## config.mk

```make
export PLATFORM = sky130hd
export DESIGN_NAME = lsfe_blend
export DESIGN_NICKNAME = d
export VERILOG_FILES = /design/src/rtl/lsfe_pkg.sv /design/src/rtl/lsfe_blend.sv
export SDC_FILE = /design/constraint.sdc
export NUM_CORES = 1
export LEC_CHECK = 0
export ABC_AREA = 1
export BUFFER_PORTS_ARGS = -buffer_cell sky130_fd_sc_hd__buf_2
export CORE_MARGIN = 2
export CORE_UTILIZATION = 45
export DETAILED_ROUTE_END_ITERATION = 8
export PLACE_DENSITY = 0.72
export SYNTH_ARGS = -nofsm -noshare
export SYNTH_HDL_FRONTEND = slang
export SYNTH_SLANG_ARGS = --single-unit
```

## constraint.sdc

```tcl
create_clock -name aclk -period 7.35 [get_ports aclk]
set_clock_uncertainty 0.2 [all_clocks]
set_input_delay 0.3675 -clock aclk [delete_from_list [all_inputs] [get_ports aclk]]
set_output_delay 0.3675 -clock aclk [all_outputs]
set_load 0.02 [all_outputs]
```

## src/rtl/lsfe_pkg.sv

```systemverilog
`timescale 1ns / 1ps
`default_nettype none
// ----------------------------------------------------------------------------
// lsfe_pkg
// Shared constants, mode codes and request/result types of the LED string
// fade engine.
// ----------------------------------------------------------------------------
package lsfe_pkg;

    localparam int MAX_LEDS   = 64;
    localparam int LED_IDX_W  = 6;
    localparam int LED_CNT_W  = 7;
    localparam int COLOUR_W   = 32;
    localparam int TICK_W     = 8;
    localparam int NUM_W      = 16;

    localparam logic [1:0] MODE_DIRECT = 2'd0;
    localparam logic [1:0] MODE_FADE   = 2'd1;
    localparam logic [1:0] MODE_TICK   = 2'd2;
    localparam logic [1:0] MODE_OFF    = 2'd3;

    typedef struct packed {
        logic [1:0]          mode;
        logic [COLOUR_W-1:0] colour_word;
        logic [TICK_W-1:0]   fade_steps;
        logic                last_in_batch;
    } lsfe_in_t;

    typedef struct packed {
        logic [LED_IDX_W-1:0] led_position;
        logic [COLOUR_W-1:0]  shown_colour;
        logic                 last_led;
    } lsfe_out_t;

endpackage : lsfe_pkg
`default_nettype wire

```

## src/rtl/lsfe_blend.sv

```systemverilog
`timescale 1ns / 1ps
`default_nettype none
// ----------------------------------------------------------------------------
// lsfe_blend
// Four-byte linear blend: source + trunc((target - source) * portion / 255).
// Product registered, divide by 255 and final add on the next cycle.
// ----------------------------------------------------------------------------
module lsfe_blend (
    input  wire logic                        aclk,
    input  wire logic                        load,
    input  wire logic [lsfe_pkg::COLOUR_W-1:0] src_word,
    input  wire logic [lsfe_pkg::COLOUR_W-1:0] tgt_word,
    input  wire logic [lsfe_pkg::TICK_W-1:0]   portion,
    output logic [lsfe_pkg::COLOUR_W-1:0]    result_word
);
    import lsfe_pkg::*;

    localparam int LANES = COLOUR_W / 8;

    logic [15:0] prod_reg [LANES];
    logic        neg_reg  [LANES];
    logic [7:0]  src_reg  [LANES];

    // exact x / 255 for any x up to 255 * 255, the largest product here
    function automatic logic [7:0] div255(input logic [15:0] x);
        logic [16:0] sum;
        sum = {1'b0, x} + {9'd0, x[15:8]} + 17'd1;
        return sum[15:8];
    endfunction

    always_ff @(posedge aclk) begin
        if (load) begin
            for (int l = 0; l < LANES; l++) begin
                logic [7:0] s;
                logic [7:0] t;
                logic [7:0] mag;
                s   = src_word[8*l +: 8];
                t   = tgt_word[8*l +: 8];
                mag = (t >= s) ? (t - s) : (s - t);
                prod_reg[l] <= 16'(mag) * 16'(portion);
                neg_reg[l]  <= (t < s);
                src_reg[l]  <= s;
            end
        end
    end

    always_comb begin
        for (int l = 0; l < LANES; l++) begin
            result_word[8*l +: 8] = neg_reg[l] ? (src_reg[l] - div255(prod_reg[l]))
                                               : (src_reg[l] + div255(prod_reg[l]));
        end
    end

endmodule : lsfe_blend
`default_nettype wire

```

==> results.cfg, run 1 <==
[run_status]
status = complete, no violations

[global_routing]
grtUsageMet3 = 0.0361
overflow = 0
grtUsageMet2 = 0.364
grt_pass1_vias = 15600
grt_max_degree = 81
met1_usage = 0.253
grt_pass1_wl_um = 70200
antenna_found_initial = 0
grt.busiest_layer = met2
gr-usage-all-layers = 0.204

[logic_synthesis]
synth_flop_cell = edfxtp_1
yosysSeqAreaShare = 0.165
synth_edf_count = 100
synth_fp_nets = 2901
avgSynthCellArea_um2 = 7.54
postSynth.asyncResetShare = 0
ys_warn_count = 0
synth_area_um2 = 18100
synth-seq-cells = 100
synthCells = 2407
ys_types = 46

[clock_network]
cts_tree = built
clk_pin_slew_worst_paths_ps = 70
root_buffer = clkbuf_16
h-tree-depth = 3
cts_made_buffers = 9
cts_buffer_depth = 2
clock-sinks = 100

[timing]
fmax_mhz = 155
setup_viol = 0
final-hold-violation-count = 0
fin_crit_sh = 0.877
fin_crit_ps = 6450
worstMarginPinSlew_ps = 1120
fin_setup_tns_ps = 0
slew_viol_final = 0
slew-limit-headroom = 0.253
rsz0062_at_grt = false

[route]
drt_iter0_drc = 828
drc = 0
first_pass_iters = 5
wl_per_cell_um = 13.7
vias_per_cell = 5.11
vias = 15500
ant_nets = 0
wl_um = 41500

[floorplanning]
rows = 73
io_pins = 106
start_util = 0.457
core_um2 = 39700
die_h_um = 205
die_area_um2 = 41900
die_w_um = 205

[finish]
drive_gt1_frac = 0.0732
syn_to_final_growth_pct = 8.05
nets = 3002
n_antenna_cell = 0
n_fill_cell = 3864
largest_reg_flops = 64

[min_path]
min_path_type = primary input to flop
hold_end = src_reg[0][6]
hold_depth = 1
hold_start = src_word[6]

[placed_design]
io_buffers = 105
place.gp.congestion = 0.921
dp_hpwl_um = 34300

[critical_path]
startpoint_type = primary input
crit_fanout = 9
end_kind = flop
crit_arrival_ps = 6370
path_class = primary input to flop
cp.required_ps = 7270

[job]
maxCapViolCount = 0
-- worst max-delay path: stages --
cell           delay [ps]
dlygate4sd3_1         520
buf_2                 130
inv_1                  40
ha_1                  520
nand2_2               120
nor3_2                160
nand4_1               160
nand3_4               200
inv_2                  80
nand2_1                80
nand2_2                90
xnor2_4               290
nor2_1                100
fa_1                  530
inv_1                  50
fa_1                  530
inv_1                  50
fa_1                  470
inv_1                  50
fa_1                  470
inv_1                  40
ha_1                  350
nand2_1               100
o21ai_0               170
nor2_1                 80
o21ai_0               300
a31oi_1               180
xnor2_1               160
-- layer usage --
layer,wire length [um],share of wire
met5,0,0
met4,770,0.019
met3,2020,0.049
met2,20600,0.50
met1,18100,0.44
-- stage by stage --
stage          area, um^2   util  cells  worst slack (ps)  hold WS (ps)
2_1_floorplan       18100      -   2407              1620           266
3_3_place_gp        19200  0.483   3004              1210           377
3_5_place_dp        19200  0.483   3004              1050           375
4_1_cts             19600  0.493   3037               910       0.00216
5_1_grt             19600  0.493   3038               391          5.30
6_report            19600  0.493   3038               901          10.1
-- kinds of logic after synthesis --
family | after synthesis | synth area share
fa+ha+maj | 420 | 0.354
compound gates | 262 | 0.0807
flops | 100 | 0.165
mux | 2 | 0.00152
xor+xnor | 119 | 0.0620
simple gates | 961 | 0.221
buf+inv | 543 | 0.115
-- timing repair --
item	4_1_cts	5_1_grt
endpoints found under the setup margin	0	0
gates resized for setup	0	0
buffers inserted	0	0
hold endpoints to repair	17	1
hold buffers	17	1
-- cell usage after synthesis (2+ instances only) --
master,n,area share
inv_1,493,0.10
nand2_1,458,0.095
nor2_1,307,0.064
ha_1,264,0.18
fa_1,156,0.17
a21oi_1,134,0.037
nand3_1,103,0.028
edfxtp_1,100,0.17
xor2_1,82,0.040
o21ai_0,76,0.021
xnor2_1,32,0.015
nand4_1,26,0.0090
clkbuf_1,19,0.0039
nand2_2,16,0.0055
nor3_1,15,0.0041
inv_2,14,0.0029
o221ai_1,12,0.0058
nand3b_1,9,0.0037
a31oi_1,8,0.0028
nor3_2,7,0.0039
o21ai_1,7,0.0019
buf_1,5,0.0010
buf_2,5,0.0014
o21bai_1,5,0.0021
a21o_1,4,0.0017
a21oi_2,4,0.0019
and2_1,4,0.0014
buf_4,4,0.0017
nand3_2,4,0.0022
o21ai_2,4,0.0019
or2_1,4,0.0014
or2_2,4,0.0014
xnor2_4,4,0.0061
buf_6,3,0.0019
a31o_2,2,0.00097
mux2i_2,2,0.0015
o21a_1,2,0.00083
-- cell type report --
| type | instances | area, um^2 | area share |
|---|---|---|---|
| multi-input cells | 1764 | 13100 | 0.666 |
| flip-flops and latches | 100 | 3000 | 0.153 |
| inverters | 507 | 1900 | 0.0971 |
| repair buffers | 126 | 731 | 0.0373 |
| well taps | 525 | 657 | 0.0335 |
| clock buffers | 12 | 236 | 0.0121 |
| clock inverters | 4 | 16.3 | 0.000830 |
-- worst max-delay path by stage --
stage               slack, ps          from  cells past startpoint               to
floorplan                1620   tgt_word[0]                     25  prod_reg[0][13]
global placement         1210   tgt_word[0]                     28  prod_reg[0][13]
detailed placement       1050   tgt_word[0]                     28  prod_reg[0][13]
CTS                       910  src_word[12]                     28  prod_reg[1][13]
global route              390  src_word[19]                     30  prod_reg[2][14]
finish                    900  src_word[12]                     28  prod_reg[1][13]
-- placed cells by master (no fill, tap or decap), types with 5 or more instances in the layout --
| cell | n |
|---|---|
| a21oi_1 | 134 |
| a31oi_1 | 8 |
| buf_2 | 104 |
| clkbuf_16 | 9 |
| dlygate4sd3_1 | 18 |
| edfxtp_1 | 100 |
| fa_1 | 156 |
| ha_1 | 264 |
| inv_1 | 493 |
| inv_2 | 14 |
| nand2_1 | 458 |
| nand2_2 | 16 |
| nand3_1 | 103 |
| nand3b_1 | 9 |
| nand4_1 | 26 |
| nor2_1 | 307 |
| nor3_1 | 15 |
| nor3_2 | 7 |
| o21ai_0 | 76 |
| o21ai_1 | 7 |
| o21bai_1 | 5 |
| o221ai_1 | 12 |
| xnor2_1 | 32 |
| xor2_1 | 82 |
Power of run 1 is left out: the tool's default activity adds up to more than one toggle a clock period on the data nets, which glitch-free logic cannot reach.
==> run 2, diff against run 1 <==
--- a/config.mk
+++ b/config.mk
@@ -9,6 +9,7 @@
 export BUFFER_PORTS_ARGS = -buffer_cell sky130_fd_sc_hd__buf_2
 export CORE_MARGIN = 2
 export CORE_UTILIZATION = 45
+export CTS_BUF_LIST = sky130_fd_sc_hd__clkbuf_4
 export DETAILED_ROUTE_END_ITERATION = 8
 export PLACE_DENSITY = 0.72
 export SYNTH_ARGS = -nofsm -noshare
==> run 2 against run 1 <==
  * Critical endpoint unchanged
  * First-iteration DRC count is 4.7% higher
  * Count of clock-buffer cells in the layout stayed put
  * Sequential share of layout area hardly changed
  * Critical path depth stayed put
  * Global-route usage is 0.10 points higher
  * Core utilization hardly changed
  * Maximum frequency is 2.9% higher
  * Flip-flop and latch count stayed put
  * Cell area hardly changed
  * Non-clock buffer count is 15 higher
  * Cell count is 0.59% higher
  * Routed wire length is 0.28% higher
==> results.cfg, run 2 (same netlist as run 1, synthesis figures left out) <==
[run_status]
status = complete, no violations

[critical_path]
crit_start = src_word[12]
crit_path_top_delay_cell = fa_1
cp.required_ps = 7450
end_kind = flop
crit_fanout = 9
path_depth = 28
crit_arrival_ps = 6360
cpPeakStageDelay_ps = 530
startpoint_type = primary input
path_class = primary input to flop
path_buf_inv = 8
critical_path.most_common_cell = inv_1
cpLargestDelayFamily = adder cells

[timing]
worstMarginPinSlew_ps = 1110
rsz0062_at_grt = false
fin_crit_sh = 0.852
slew_viol_final = 0
final-hold-violation-count = 0
layout_setup_ws_ps = 1080
slew-limit-headroom = 0.262
setup_viol = 0
fin_setup_tns_ps = 0
fin_crit_ps = 6270
fmax_mhz = 160

[job]
maxCapViolCount = 0

[finish]
n_fill_cell = 3863
final_common_cell = inv_1
largest_reg_flops = 64
multi_input_area_um2 = 13100
drive_gt1_frac = 0.0740
seq_area_um2 = 3000
final_cell_mix = inv_1 (493), nand2_1 (458), nor2_1 (307), ha_1 (264), fa_1 (156)
syn_to_final_growth_pct = 8.12
nets = 3017

[placed_design]
place.gp.congestion = 0.921
dp_hpwl_um = 34300
place_ws_ps = 1050
io_buffers = 105

[floorplanning]
start_util = 0.457
rows = 73
die_area_um2 = 41900
die_h_um = 205
die_w_um = 205
core_um2 = 39700
io_pins = 106

[clock_network]
cts_tree = built
cts_hold_buf = 33
cts_setup_buffers = 0
clk_pin_slew_worst_paths_ps = 150
cts_buffer_depth = 2
cts_made_buffers = 9
ctsResizeCount = 0
h-tree-depth = 3
root_buffer = clkbuf_4
clock-sinks = 100

[route]
wl_per_cell_um = 13.6
vias_per_cell = 5.10
ant_nets = 0
drt_iter0_drc = 867
first_pass_iters = 5
drc = 0
vias = 15600
wl_um = 41600

[min_path]
min_path_type = primary input to flop
hold_start = tgt_word[7]
hold_depth = 3

[global_routing]
overflow = 0
grt_pass1_vias = 15700
grt_pass1_wl_um = 70700
antenna_found_initial = 2
grt_max_degree = 81
gr-usage-all-layers = 0.205
## run 2: final timing paths
path	to	slack (ps)
hold / removal	neg_reg[0]	110
setup / recovery	prod_reg[1][13]	1080
## run 2: tightest hold or removal path: cells and delay by family
kind | cells | cell delay (ps)
buf+inv | 1 | 80
compound gates | 1 | 70
fa+ha+maj | 1 | 180
## run 2: cell type report
cell class | instances | area share
timing repair buffer | 141 | 0.0449
clock buffer | 12 | 0.00459
multi-input combinational | 1764 | 0.666
tap | 525 | 0.0335
sequential | 100 | 0.153
clock inverter | 4 | 0.000829
inverter | 507 | 0.0970
antenna | 3 | 0.000383
## run 2: through the flow
step / instance area [um^2] / util / std cells / hold WS [ps]
detailed placement: 19200 / 0.483 / 3004 / 375
floorplan: 18100 / - / 2407 / 266
finish: 19600 / 0.494 / 3056 / 109
global placement: 19200 / 0.483 / 3004 / 377
global route: 19600 / 0.494 / 3056 / 68.6
CTS: 19600 / 0.494 / 3053 / 54.7
## run 2: layer usage
| metal | part of all wire | vias up | global-route usage | routed length (um) |
|---|---|---|---|---|
| met4 | 0.020 | 0 | 0.0546 | 829 |
| li1 | - | 7781 | - | - |
| met3 | 0.051 | 67 | 0.0337 | 2110 |
| met1 | 0.43 | 7364 | 0.254 | 18000 |
| met2 | 0.50 | 373 | 0.367 | 20700 |
| met5 | 0 | - | 0 | 0 |
Power of run 2 is left out for the same reason.
==> run 3, diff against run 2 <==
==> constraint.sdc (replaced) <==
create_clock -name aclk -period 7.35 [get_ports aclk]
set_clock_uncertainty 0.2 [all_clocks]
set_input_delay 1.47 -clock aclk [delete_from_list [all_inputs] [get_ports aclk]]
set_output_delay 1.47 -clock aclk [all_outputs]
set_load 0.02 [all_outputs]
==> run 3 against run 2 <==
  * Critical path depth did not move
  * Routed wire length fell by 0.70%
  * Setup slack got worse by 510 ps
  * Count of clock-buffer cells in the layout fell by 2
  * Maximum frequency fell by 7.6%
  * Non-clock buffer count fell by 7
  * Flip-flop and latch count did not move
  * First-iteration DRC count rose by 7.0%
  * Highest routed layer unchanged
==> results.cfg, run 3 (same netlist as run 1, synthesis figures left out) <==
[run_status]
status = complete, no violations

[global_routing]
antenna_found_initial = 2
grt_pass1_vias = 15900
gr-usage-all-layers = 0.205
grt_pass1_wl_um = 70900
grt_max_degree = 81
overflow = 0

[critical_path]
cpPeakStageDelay_ps = 540
crit_fanout = 9
crit_path_top_delay_cell = fa_1
path_class = primary input to flop
cp.required_ps = 7440
startpoint_type = primary input
end_kind = flop
critical_path.most_common_cell = inv_1
crit_arrival_ps = 6870

[route]
vias = 15600
ant_nets = 0
wl_um = 41300
vias_per_cell = 5.11
drt_iter0_drc = 928
first_pass_iters = 5
drc = 0
wl_per_cell_um = 13.6

[floorplanning]
die_w_um = 205
core_um2 = 39700
io_pins = 106
rows = 73
start_util = 0.457
die_area_um2 = 41900
die_h_um = 205

[finish]
final_common_cell = inv_1
drive_gt1_frac = 0.0849
stdcell_area_um2 = 19500
syn_to_final_growth_pct = 7.49
final_cell_mix = inv_1 (493), nand2_1 (458), nor2_1 (307), ha_1 (264), fa_1 (156)
nets = 3010
largest_reg_flops = 64

[timing]
worstMarginPinSlew_ps = 1140
final-hold-violation-count = 0
fin_crit_sh = 0.922
fin_crit_ps = 6780
setup_viol = 0
slew_viol_final = 0
slew-limit-headroom = 0.239
fin_setup_tns_ps = 0
fmax_mhz = 147
rsz0062_at_grt = false

[clock_network]
cts_hold_buf = 0
cts_setup_buffers = 0
h-tree-depth = 3
ctsResizeCount = 0
clock-sinks = 100
clk_pin_slew_worst_paths_ps = 160
root_buffer = clkbuf_4
cts_buffer_depth = 2
cts_made_buffers = 9
cts_tree = built

[placed_design]
place.gp.congestion = 0.934
dpl_cell_area_um2 = 19400
dp_hpwl_um = 35000
io_buffers = 105

[job]
maxCapViolCount = 0

[min_path]
min_path_type = primary input to flop
## run 3: through the flow
step / utilization / setup slack, ps / hold slack [ps] / std cells
5_1_grt: 0.491 / 153 / 850 / 3047
6_report: 0.491 / 570 / 912 / 3048
3_5_place_dp: 0.488 / -10.1 / 1470 / 3030
3_3_place_gp: 0.488 / 126 / 1470 / 3030
4_1_cts: 0.491 / 624 / 851 / 3046
2_1_floorplan: - / 513 / 1370 / 2407
## run 3: critical path: cells and delay by family
family                     cells  cell delay [ps]
xor gates and xnor gates       1              150
and+or+nand+nor                6              630
adders and majority gates      7             2980
buffers and inverters          9              660
AOI/OAI and AO/OA              5              980
## run 3: worst paths after layout
path,start,end,slack (ps),cells after the start
hold / removal,src_word[15],src_reg[1][7],910,1
setup / recovery,tgt_word[0],prod_reg[0][13],570,28
## run 3: metal layers
metal	GRT usage	vias to the layer above	routed length (um)
li1	-	7773	-
met1	0.258	7360	18200
met2	0.360	395	20200
met3	0.0364	57	2180
met4	0.0543	0	707
met5	0	-	0
## run 3: area by class of cell
cell class                      instances  area, um^2
Tap cell                              525         657
Sequential cell                       100        3000
Timing Repair Buffer                  134         746
Multi-Input combinational cell       1764       13100
Clock inverter                          6        55.1
Inverter                              507        1900
Clock buffer                           10        75.1
Fill cell                            3882       20200
Antenna cell                            2        5.00
Power of run 3 is left out for the same reason.
