==> src/rtl/lsfe_pkg.sv <==
`timescale 1ns / 1ps
`default_nettype none
// ----------------------------------------------------------------------------
// lsfe_pkg
// Shared constants, mode codes and request/result types of the LED string
// fade engine.
// ----------------------------------------------------------------------------
package lsfe_pkg;

    localparam int MAX_LEDS   = 64;
    localparam int LED_IDX_W  = 6;
    localparam int LED_CNT_W  = 7;
    localparam int COLOUR_W   = 32;
    localparam int TICK_W     = 8;
    localparam int NUM_W      = 16;

    localparam logic [1:0] MODE_DIRECT = 2'd0;
    localparam logic [1:0] MODE_FADE   = 2'd1;
    localparam logic [1:0] MODE_TICK   = 2'd2;
    localparam logic [1:0] MODE_OFF    = 2'd3;

    typedef struct packed {
        logic [1:0]          mode;
        logic [COLOUR_W-1:0] colour_word;
        logic [TICK_W-1:0]   fade_steps;
        logic                last_in_batch;
    } lsfe_in_t;

    typedef struct packed {
        logic [LED_IDX_W-1:0] led_position;
        logic [COLOUR_W-1:0]  shown_colour;
        logic                 last_led;
    } lsfe_out_t;

endpackage : lsfe_pkg
`default_nettype wire

==> src/rtl/lsfe_div.sv <==
`timescale 1ns / 1ps
`default_nettype none
// ----------------------------------------------------------------------------
// lsfe_div
// Restoring serial divider, one quotient bit per cycle, for the fade portion.
// ----------------------------------------------------------------------------
module lsfe_div (
    input  wire logic                      aclk,
    input  wire logic                      aresetn,
    input  wire logic                      start,
    input  wire logic [lsfe_pkg::NUM_W-1:0]  dividend,
    input  wire logic [lsfe_pkg::TICK_W-1:0] divisor,
    output logic                           done,
    output logic [lsfe_pkg::NUM_W-1:0]     quotient
);
    import lsfe_pkg::*;

    localparam int CNT_W = $clog2(NUM_W + 1);

    logic [CNT_W-1:0]  cnt_reg, cnt_next;
    logic              done_reg, done_next;
    logic [TICK_W-1:0] rem_reg, rem_next;
    logic [NUM_W-1:0]  quo_reg, quo_next;
    logic [TICK_W-1:0] den_reg, den_next;
    logic [TICK_W:0]   shifted;
    logic [TICK_W:0]   trial;

    always_comb begin
        shifted   = {rem_reg, quo_reg[NUM_W-1]};
        trial     = shifted - {1'b0, den_reg};
        cnt_next  = cnt_reg;
        done_next = 1'b0;
        rem_next  = rem_reg;
        quo_next  = quo_reg;
        den_next  = den_reg;
        if (start) begin
            cnt_next = CNT_W'(NUM_W);
            rem_next = '0;
            quo_next = dividend;
            den_next = divisor;
        end else if (cnt_reg != '0) begin
            // keep the trial difference when it does not go negative
            if (!trial[TICK_W]) begin
                rem_next = trial[TICK_W-1:0];
                quo_next = {quo_reg[NUM_W-2:0], 1'b1};
            end else begin
                rem_next = shifted[TICK_W-1:0];
                quo_next = {quo_reg[NUM_W-2:0], 1'b0};
            end
            cnt_next = cnt_reg - CNT_W'(1);
            if (cnt_reg == CNT_W'(1)) begin
                done_next = 1'b1;
            end
        end
    end

    always_ff @(posedge aclk) begin
        if (!aresetn) begin
            cnt_reg  <= '0;
            done_reg <= 1'b0;
        end else begin
            cnt_reg  <= cnt_next;
            done_reg <= done_next;
        end
        rem_reg <= rem_next;
        quo_reg <= quo_next;
        den_reg <= den_next;
    end

    assign done     = done_reg;
    assign quotient = quo_reg;

endmodule : lsfe_div
`default_nettype wire

==> config.mk <==
export PLATFORM = sky130hd
export DESIGN_NAME = lsfe_div
export DESIGN_NICKNAME = d
export VERILOG_FILES = /design/src/rtl/lsfe_pkg.sv /design/src/rtl/lsfe_div.sv
export SDC_FILE = /design/constraint.sdc
export NUM_CORES = 1
export LEC_CHECK = 0
export BUFFER_PORTS_ARGS = -buffer_cell sky130_fd_sc_hd__buf_2
export CORE_ASPECT_RATIO = 1.4
export CORE_MARGIN = 8
export CORE_UTILIZATION = 53
export CTS_CLUSTER_DIAMETER = 30
export DETAILED_ROUTE_END_ITERATION = 10
export GPL_TIMING_DRIVEN = 0
export PLACE_DENSITY = 0.78
export REMOVE_ABC_BUFFERS = 1
export SLEW_MARGIN = 25
export SYNTH_ARGS = -nofsm -noshare
export SYNTH_HDL_FRONTEND = slang
export SYNTH_SLANG_ARGS = --single-unit
==> constraint.sdc <==
create_clock -name aclk -period 2.7 [get_ports aclk]
set_input_delay 0.27 -clock aclk [delete_from_list [all_inputs] [get_ports aclk]]
set_output_delay 0.27 -clock aclk [all_outputs]
set_load 0.02 [all_outputs]
==> results of run 1 <==
==> through the flow <==
step	cell area [um2]	util [%]	setup WS [ps]
after CTS	2305	63.83	384.9
final	2305	63.83	410.4
after global routing	2305	63.83	275.2
after detailed placement	2220	61.47	413.6
after global placement	2220	61.47	430.1
after floorplan	1952	-	479.2
==> kinds of logic (layout without fill, tap and decap cells) <==
kind of cell    Yosys count  in the layout  synth area share, %
compound gates           42             42                15.94
flops                    38             38                50.79
simple gates             37             37                9.270
mux                      18             18                10.10
buf+inv                  18             64                3.429
fa+ha+maj                11             11                7.365
xor+xnor                  7              7                3.111
==> critical path, delay by kind of cell, from the launching register on <==
kind                     cells  cell delay (ps)
adder cells (fa/ha/maj)      2              670
AND/OR/NAND/NOR              2              420
AO/OA/AOI/OAI                3              410
flip-flops                   1              370
multiplexers                 1              230
buffers and inverters        1               50
==> worst max path at each step <==
stage,startpoint,endpoint,slack [ps],cells after the start
3_3_place_gp,quotient[15]$_DFFE_PP_,rem_reg[5]$_SDFFE_PP0P_,430,9
5_1_grt,quotient[15]$_DFFE_PP_,rem_reg[2]$_SDFFE_PP0P_,280,9
4_1_cts,quotient[15]$_DFFE_PP_,rem_reg[2]$_SDFFE_PP0P_,380,9
3_5_place_dp,quotient[15]$_DFFE_PP_,rem_reg[5]$_SDFFE_PP0P_,410,9
6_report,quotient[15]$_DFFE_PP_,rem_reg[2]$_SDFFE_PP0P_,410,9
2_1_floorplan,quotient[15]$_DFFE_PP_,rem_reg[5]$_SDFFE_PP0P_,480,9
==> placed cells by master, fill, tap and decap left out, drive strengths merged, types with 4 or more instances in the layout <==
cell,synthesis,routed
buf,2,43
edfxtp,24,24
mux2,15,15
a21oi,15,15
dfxtp,14,14
nor2,14,14
inv,13,13
ha,10,10
nand2,9,9
o21ai,7,7
clkbuf,3,5
xnor2,4,4
a211oi,4,4
==> per-layer routing <==
metal	up-vias	track usage, %
met5	-	0
met4	0	4.771
met3	5	6.146
li1	710	-
met2	41	24.03
met1	685	15.22
==> layout make-up <==
cell class                      instances  area share [%]
Clock inverter                          3          0.7058
Multi-Input combinational cell        115           39.14
Sequential cell                        38           43.43
Tap cell                               42           2.280
Inverter                               13           2.117
Timing Repair Buffer                   43           9.338
Clock buffer                            5           2.986
==> power breakdown <==
part | total (W) | switching, W | internal (W) | leakage, nW
clock network | 0.000380 | 0.000204 | 0.000177 | 0.0416
registers | 0.000804 | 0.0000638 | 0.000740 | 0.358
logic | 0.000700 | 0.000409 | 0.000291 | 0.571
total | 0.00188 | 0.000676 | 0.00121 | 0.971
==> results.md, run 1 <==
* Post-CTS setup-driven buffer insertion count at 0
* Highest routed layer: met4
* Half-perimeter wire length after placement at 2897 um
* Data required time of the critical path at roughly 2900 ps
* EDFF count, synth at 24
* Boundary Pins at 44
* Sequential cell area in the final layout at around 1000 um2
* Number of nets in the finished design at between 200 and 300
* Cells along the critical path: inv_1 > ha_1 > fa_1 > nor2b_4 > o31ai_4 > a21o_2 > nor2_4 > mux2i_1 > a21oi_1
* Number of flip-flops and latches in the synthesized netlist at 38
* Number of inserted diodes at 0
* Async S/R FF share, synth at 0%
* Arrival time reported for the critical path endpoint at around 2500 ps
* Path class of the lowest-slack min-delay path: in2reg
* Worst Path Max Fanout at 9
* Overall via count from detail_route at 1441
* Initial core utilization at between 50 and 60%
* Area occupied by multi-input gates at ~900 um2
* Global-route wire length before repair at 6568 um
* Number of antenna violations at the first check in global routing at 0
* Mapped Area at 1971 um2
* Hold EP: den_reg[0]$_DFFE_PP_
* Final cell count without fillers at around 260
* Maximum capacitance violations at 0
* Avg WL per Cell at approximately 15 um
* Clock latency on the worst-skew pair at ~290 ps
* Highest-delay cell along the critical path: fa_1
* Via/cell ratio at 5.564
* Global placement routability congestion at a little under 0.8
* Clock edge transition at the registers on the reported setup and hold paths at roughly 70 ps
* Worst-margin pin slew at ~650 ps
* Total Neg Setup Slack at 0 ps
* Max-slew headroom at the worst pin at 56.55%
* Crit. End Element: flip-flop
* Site row count at 26
* Dominant cell by count in the synthesized netlist: edfxtp_1
* RSZ-0062 raised after global routing: false
* Cell type contributing the most total cell area after synthesis: edfxtp_1
* Power, Total at 0.001884 W
* TritonCTS buffer count at 5
* CTS tree: built
* Library cells used by synthesis at 40
* Maximum cell stage delay along the critical path at about 460 ps
* Top cell type's share of synthesized area at 36.57%
* CTS Root Buffer Type: clkbuf_8
* Vert. Die Dim at a little under 90 um
* Core region area at approximately 3600 um2
* Sink count of the clock tree at 38
* Count of routing violations after the opening detailed-route iteration at 80
* Remaining global-route overflow at 0
* Part of the cycle the worst path needs at between 80% and 90%
* Reg-to-reg setup timing slack at around 410 ps
* Worst r2r dst: rem_reg[2]$_SDFFE_PP0P_
* CTS max path bufs at 2
* Routed met1 length at about 1600 um
* Leakage at approximately 0.97 nW
* Hold Slack at roughly 150 ps
* Minimum clock period after layout at approximately 2300 ps
* Sum of routed wire length over all layers at around 3900 um
* Met3 layer wire length in the routed design at around 290 um
* Max reg flops at 16
* Total placed cells including tap cells at 251
* Total count of hold-check failures in the final report at 0
* Mean post-synth cell area at 11.52 um2
* Launch point of the worst reg-to-reg path: quotient[15]$_DFFE_PP_
* Seq/Total Area, Yosys at between 50% and 60%
* Ys Warns at 0
* Power density over the cells at 817.6 nW/um2
* Detailed route wirelength on metal2 at approximately 1900 um
* Area growth syn-to-layout at 16.95%
* H-Tree Level Count at 2
* Count of TritonRoute iterations in the first routing pass at 4
* Start point of the worst hold path: divisor[0]
* Share of final-layout standard cells stronger than drive strength 1 at 34.10%
* Path depth of the worst reg2reg path at 9
* Number of global-route vias before repair at roughly 1.6k
* DIE AREA at 5953 um2
* Pin count of the biggest net entering global routing at 31
* Setup violators final at 0
* Post-route ant nets at 0
* Hold-fix buffers at CTS at 0
* Worst Setup Path Type: reg2reg
* Largest cells by area after synthesis: edfxtp_1 (37%), dfxtp_1 (14%), mux2_2 (8.6%), ha_1 (6.3%), a21oi_1 (3.6%)
* Peak ir drop on the vdd network at roughly 0.45 mV
* Number of fill cells at a little over 300
* Die extent in x at just under 70 um
* Max Transition Viols Final at 0
* Drc violations at 0
* Synth Instances at approximately 170
* Port-buffer cells at between 40 and 50
* Result of the run: completed
* Launching element type of the critical path: flip-flop
* Total global-route track usage at 14.19%
* Count of cells resized by post-cts repair at 0
* Worst hold path stage count at 1
* Most used flip-flop cell after synthesis: edfxtp_1
* Clock Skews at ~5.9 ps
* Leading post-synthesis cells by instance count: edfxtp_1 (24), mux2_2 (15), a21oi_1 (14), dfxtp_1 (14)
* Achievable frequency at 436.8 MHz
(Power assumes the default switching activity.)
==> run 2, diff against run 1 <==
Settings changed: CORE_UTILIZATION 53 to 48, PLACE_DENSITY 0.78 to 0.75.
Clock period 2.7 ns to 1.94 ns, I/O delays scaled along.
==> results.md, run 2 (synthesized netlist as in run 1, its figures left out) <==
* Count of TritonRoute iterations in the first routing pass at 4
* Number of global-route vias before repair at around 1.6k
* Overall via count from detail_route at about 1.5k
* CTS Root Buffer Type: clkbuf_8
* Core region area at approximately 4000 um2
* Achievable frequency at between 400 and 500 MHz
* Vert. Die Dim at about 92 um
* Avg WL per Cell at between 15 and 20 um
* Path class of the lowest-slack min-delay path: in2reg
* Total global-route track usage at between 10% and 20%
* Half-perimeter wire length after placement at around 3100 um
* Maximum capacitance violations at 0
* Number of nets in the finished design at 263
* Clock edge transition at the registers on the reported setup and hold paths at approximately 80 ps
* Worst Path Max Fanout at 5
* Violated checks: negative setup slack
* Crit. End Element: flip-flop
* CTS tree: built
* Hold Slack at just over 70 ps
* Boundary Pins at 44
* Count of routing violations after the opening detailed-route iteration at 60
* Global-route wire length before repair at 7072 um
* Part of the cycle the worst path needs at 111.8%
* DIE AREA at around 6400 um2
* Area growth syn-to-layout at 27.49%
* Total non-filler cell area in the finished layout at about 2500 um2
* Max reg flops at 16
* Power density over the cells at approximately 1300 nW/um2
* Sum of routed wire length over all layers at between 4000 and 5000 um
* Remaining global-route overflow at 0
* Via/cell ratio at between 5 and 6
* Number of antenna violations at the first check in global routing at 0
* Worst Setup Path Type: reg2reg
* Sequential cell area in the final layout at roughly 1000 um2
* Pin count of the biggest net entering global routing at 31
* Total count of hold-check failures in the final report at 0
* Max-slew headroom at the worst pin at 53.43%
* Setup violators final at 9
* Share of final-layout standard cells stronger than drive strength 1 at 41.59%
* Die extent in x at approximately 70 um
* Sink count of the clock tree at 38
* Arrival time reported for the critical path endpoint at between 2000 and 2500 ps
* Minimum clock period after layout at ~2200 ps
* Initial core utilization at about half
* Clock Skews at approximately 4.4 ps
* RSZ-0062 raised after global routing: true
* Clock latency on the worst-skew pair at 290 ps
* Drc violations at 0
* Number of fill cells at between 300 and 400
* Finished Core Util at between 60% and 70%
* Leakage at 1.057 nW
* Placed Area at about 2200 um2
* TritonCTS buffer count at 5
* H-Tree Level Count at 2
* CTS max path bufs at 2
* Most used cells in the layout excluding fill and tap cells: buf_2 (43), edfxtp_1 (24), mux2_2 (15), a21oi_1 (14), dfxtp_1 (14)
* Result of the run: finished, violations left
* Port-buffer cells at between 40 and 50
* Global placement routability congestion at 0.7731
* Max Transition Viols Final at 0
* Data required time of the critical path at 2120 ps
* Final worst-path setup slack at -229.2 ps
* Peak ir drop on the vdd network at 0.7486 mV
* Most common cell after layout, fill and taps aside: buf_2
* Power, Total at roughly 0.0031 W
* Worst-margin pin slew at roughly 700 ps
* Area occupied by multi-input gates at approximately 980 um2
* Post-route ant nets at 0
* Number of inserted diodes at 0
* Launching element type of the critical path: flip-flop
* Site row count at 27
run 2: cell types whose count changed in the layout (fill, tap and decap cells not counted), moves of 2 or more:
| cell | before | now |
|---|---|---|
| buf_4 | 0 | 7 |
| a211oi_1 | 3 | 1 |
| a211oi_2 | 1 | 3 |
| buf_6 | 0 | 2 |
| bufinv_16 | 0 | 2 |
run 2: power by group:
group,total [W],internal (W),switching [W]
clock network,0.000839,0.000549,0.000291
logic,0.00118,0.000530,0.000654
registers,0.00112,0.00103,0.0000925
run 2: final timing paths:
path / startpoint / depth (start not counted) / slack (ps) / endpoint
hold reg to reg: cnt_reg[3]$_SDFFE_PP0P_ / 1 / 480 / done$_SDFF_PP0_
hold / removal: divisor[4] / 1 / 70 / den_reg[4]$_DFFE_PP_
setup / recovery: quotient[15]$_DFFE_PP_ / 10 / -230 / rem_reg[7]$_SDFFE_PP0P_
setup reg to reg: quotient[15]$_DFFE_PP_ / 10 / -230 / rem_reg[7]$_SDFFE_PP0P_
run 2: final cells by class:
cell class,instances,area share (%)
inverters,13,1.942
multi-input cells,115,38.84
flip-flops and latches,38,39.84
repair buffers,52,11.55
clock buffers,6,3.287
well taps,43,2.141
clock inverters,2,2.390
run 2: metal layers:
metal  vias up  global-route usage, %  routed length (um)
li1        731                      -                   -
met1       669                  14.08                1757
met2        45                  22.84                2200
met3         5                  5.933                 335
met4         0                  4.874                  48
met5         -                      0                   0
run 2: critical path, stage by stage (launching register included):
cell and delay (ps):
edfxtp_1 360, inv_1 50, ha_2 190, fa_2 370, nor2b_4 160, o31ai_4 100, a21o_2 240, buf_4 140
o2111a_1 230, a31oi_1 140, o21ai_1 90
run 2: repair_timing:
action	in CTS	in global routing
buffers inserted	7	2
endpoints found under the setup margin	25	10
pin swaps	4	4
hold buffers	0	0
resized for setup	8	8
run 2: per-stage QoR:
stage | TNS (ps) | cells | setup slack (ps)
after global routing | -2336 | 269 | -324.6
after floorplan | -2093 | 166 | -280.8
after global placement | -5741 | 252 | -351.9
after CTS | -1177 | 267 | -202.0
final | -1490 | 269 | -229.2
after detailed placement | -7139 | 252 | -405.5
==> run 3, diff against run 2 <==
Settings changed: ABC_AREA from default to 1, CORE_UTILIZATION 48 to 49, PLACE_DENSITY 0.75 to 0.76.
==> results.md, run 3 <==
* Achievable frequency at approximately 520 MHz
* DIE AREA at around 6600 um2
* Site row count at 28
* Data required time of the critical path at 2170 ps
* Clock Skews at about 11 ps
* Seq/Total Area, Yosys at about half
* Arrival time reported for the critical path endpoint at between 2000 and 2500 ps
* Hold EP: den_reg[4]$_DFFE_PP_
* Worst-margin pin slew at ~700 ps
* Remaining global-route overflow at 0
* Post-route ant nets at 0
* Avg WL per Cell at 12.44 um
* Result of the run: completed
* TritonCTS buffer count at 5
* Max Transition Viols Final at 0
* Mapped Area at approximately 2100 um2
* Sw Ratio at approximately two fifths
* Library cells used by synthesis at 23
* Number of antenna violations at the first check in global routing at 0
* Part of the cycle the worst path needs at 99.75%
* Final worst-path setup slack at just under 5 ps
* Internal power consumption at about 0.0019 W
* Worst Setup Path Type: reg2reg
* Area growth syn-to-layout at 24.62%
* Launching element type of the critical path: flip-flop
* Met2 track demand over resource in global routing at 24.44%
* Max-slew headroom at the worst pin at between 50% and 60%
* Count of TritonRoute iterations in the first routing pass at 4
* Drc violations at 0
* Async S/R FF share, synth at 0%
* Cells along the critical path: inv_1 > ha_2 > fa_2 > inv_2 > nand2_2 > nand2_4 > nand3_4 > nand3_4 > buf_12 > nand3_1 > nand3_1 > nand2_1 > inv_1
* Hold Slack at ~78 ps
* Vert. Die Dim at about 93 um
* Minimum clock period after layout at approximately 1900 ps
* Worst hold path stage count at 1
* Pin count of the biggest net entering global routing at 28
* Worst r2r dst: rem_reg[1]$_SDFFE_PP0P_
* Switching power at 0.001238 W
* Highest-delay cell along the critical path: fa_2
* Number of inserted diodes at 0
* Ys Warns at 0
* Share of final-layout standard cells stronger than drive strength 1 at between 20% and 30%
* Total count of hold-check failures in the final report at 0
* Launch point of the worst reg-to-reg path: quotient[15]$_DFFE_PP_
* CTS max path bufs at 2
* Reg-to-reg setup timing slack at just under 5 ps
* CTS Root Buffer Type: clkbuf_8
* Dominant cell by count in the synthesized netlist: nand2_1
* Number of nets in the finished design at 350
* Setup Slack @ Placement at -209.6 ps
* CTS tree: built
* Most used flip-flop cell after synthesis: edfxtp_1
* Crit. End Element: flip-flop
* Total global-route track usage at between 10% and 20%
* EDFF count, synth at 24
* Synth Instances at around 260
* Largest cells by area after synthesis: edfxtp_1 (35%), nand2_1 (17%), dfxtp_1 (13%), inv_1 (7.9%), ha_1 (6.0%)
* Most common cell after layout, fill and taps aside: nand2_1
* Setup violators final at 0
* Maximum capacitance violations at 0
* Port-buffer cells at 43
* Path depth of the worst reg2reg path at 13
* Layer with the highest usage after global routing: met2
* Clock latency on the worst-skew pair at between 200 and 300 ps
* Start point of the worst hold path: divisor[4]
* Number of flip-flops and latches in the synthesized netlist at 38
* Sum of routed wire length over all layers at roughly 4500 um
* Mean post-synth cell area at about 7.9 um2
* Sink count of the clock tree at 38
* Top cell type's share of synthesized area at approximately a third
* Global-route wire length before repair at around 7100 um
* Count of routing violations after the opening detailed-route iteration at just under 70
* Boundary Pins at 44
* Met1 demand-to-capacity share in global routing at about an eighth
* Via/cell ratio at between 4 and 5
* Cell type contributing the most total cell area after synthesis: edfxtp_1
* Clock edge transition at the registers on the reported setup and hold paths at about 80 ps
* Combinational share of power at 45.6%
* Power density over the cells at between 1000 and 1500 nW/um2
* Half-perimeter wire length after placement at around 3200 um
* Max reg flops at 16
* Sequential fraction of design power at between 30% and 40%
* Peak ir drop on the vdd network at between 0.7 and 0.8 mV
* Leakage at between 1 and 1.5 nW
* Met3 Track Usage GR at around 3.4%
* Most used cells in the layout excluding fill and tap cells: nand2_1 (89), inv_1 (43), buf_2 (43), edfxtp_1 (24), nand3_1 (15)
* Number of global-route vias before repair at between 1.5k and 2k
* Power share of the clock group at between 15 and 20%
* Overall via count from detail_route at about 1.8k
* Core region area at roughly 4200 um2
* Path class of the lowest-slack min-delay path: in2reg
* Maximum cell stage delay along the critical path at about 400 ps
* Leading post-synthesis cells by instance count: nand2_1 (96), inv_1 (44), edfxtp_1 (24), nand3_1 (21), dfxtp_1 (14)
* Global placement routability congestion at slightly above 0.8
* RSZ-0062 raised after global routing: true
* Initial core utilization at roughly half
* Worst Path Max Fanout at 5
* Die extent in x at between 70 and 80 um
* H-Tree Level Count at 2
-- run 3: timing repair --
| action | 4_1_cts | 5_1_grt |
|---|---|---|
| endpoints found under the setup margin | 9 | 25 |
| endpoints found under the hold margin | 0 | 0 |
| resized for setup | 2 | 26 |
| hold buffers | 0 | 0 |
| buffers inserted | 1 | 4 |
| pin swaps | 1 | 8 |
-- run 3: cell type report --
class,count,area (um2)
fill,340,1579
timing repair buffer,48,265.3
inverter,45,168.9
sequential,38,1001
clock buffer,8,90.09
tap,45,56.30
multi-input combinational,174,1008
-- run 3: routing by layer --
metal  wire length, um  vias to the layer above
met2              2321                       41
met3               186                        9
li1                  -                      916
met1              1850                      796
met5                 0                        -
met4                94                        0
-- run 3: cells by family after synthesis --
logic type	count (synthesis)	share of synthesized area [%]
XOR/XNOR	3	1.265
adder cells (fa/ha/maj)	11	6.984
AND/OR/NAND/NOR	144	30.34
flip-flops	38	48.16
AO/OA/AOI/OAI	16	4.034
buffers and inverters	50	9.211
-- run 3: how the worst max path moves through the flow --
| stage | from | to | depth (start not counted) |
|---|---|---|---|
| floorplan | quotient[15]$_DFFE_PP_ | quotient[0]$_DFFE_PP_ | 11 |
| CTS | quotient[15]$_DFFE_PP_ | quotient[0]$_DFFE_PP_ | 11 |
| finish | quotient[15]$_DFFE_PP_ | rem_reg[1]$_SDFFE_PP0P_ | 13 |
| global route | quotient[15]$_DFFE_PP_ | rem_reg[1]$_SDFFE_PP0P_ | 13 |
| global placement | start | quotient[10]$_DFFE_PP_ | 3 |
| detailed placement | start | quotient[8]$_DFFE_PP_ | 3 |
-- run 3: per-stage QoR --
stage	power, W	util (%)	cell area, um2	instances	TNS [ps]
after global routing	0.003333	62.12	2590	358	-399.9
after floorplan	0.002004	-	2056	257	-226.9
after detailed placement	0.002288	55.82	2327	345	-4166
after global placement	0.002258	55.82	2327	345	-3835
after CTS	0.002846	58.28	2430	354	0
final	0.003108	62.12	2590	358	0
-- run 3: worst max-delay path: cells and delay by family, from the launching register on --
kind          cells  cell delay [ps]
fa+ha+maj         2              590
simple gates      7              660
buf+inv           4              280
flops             1              350
-- run 3: power by group through the flow --
stage	sequential, W	clock (W)	combinational [W]
after floorplan	0.00122	0	0.000784
after global placement	0.00115	0	0.00111
after detailed placement	0.00115	0	0.00114
after CTS	0.00114	0.000552	0.00116
after global routing	0.00117	0.000583	0.00158
final	0.00115	0.000544	0.00142
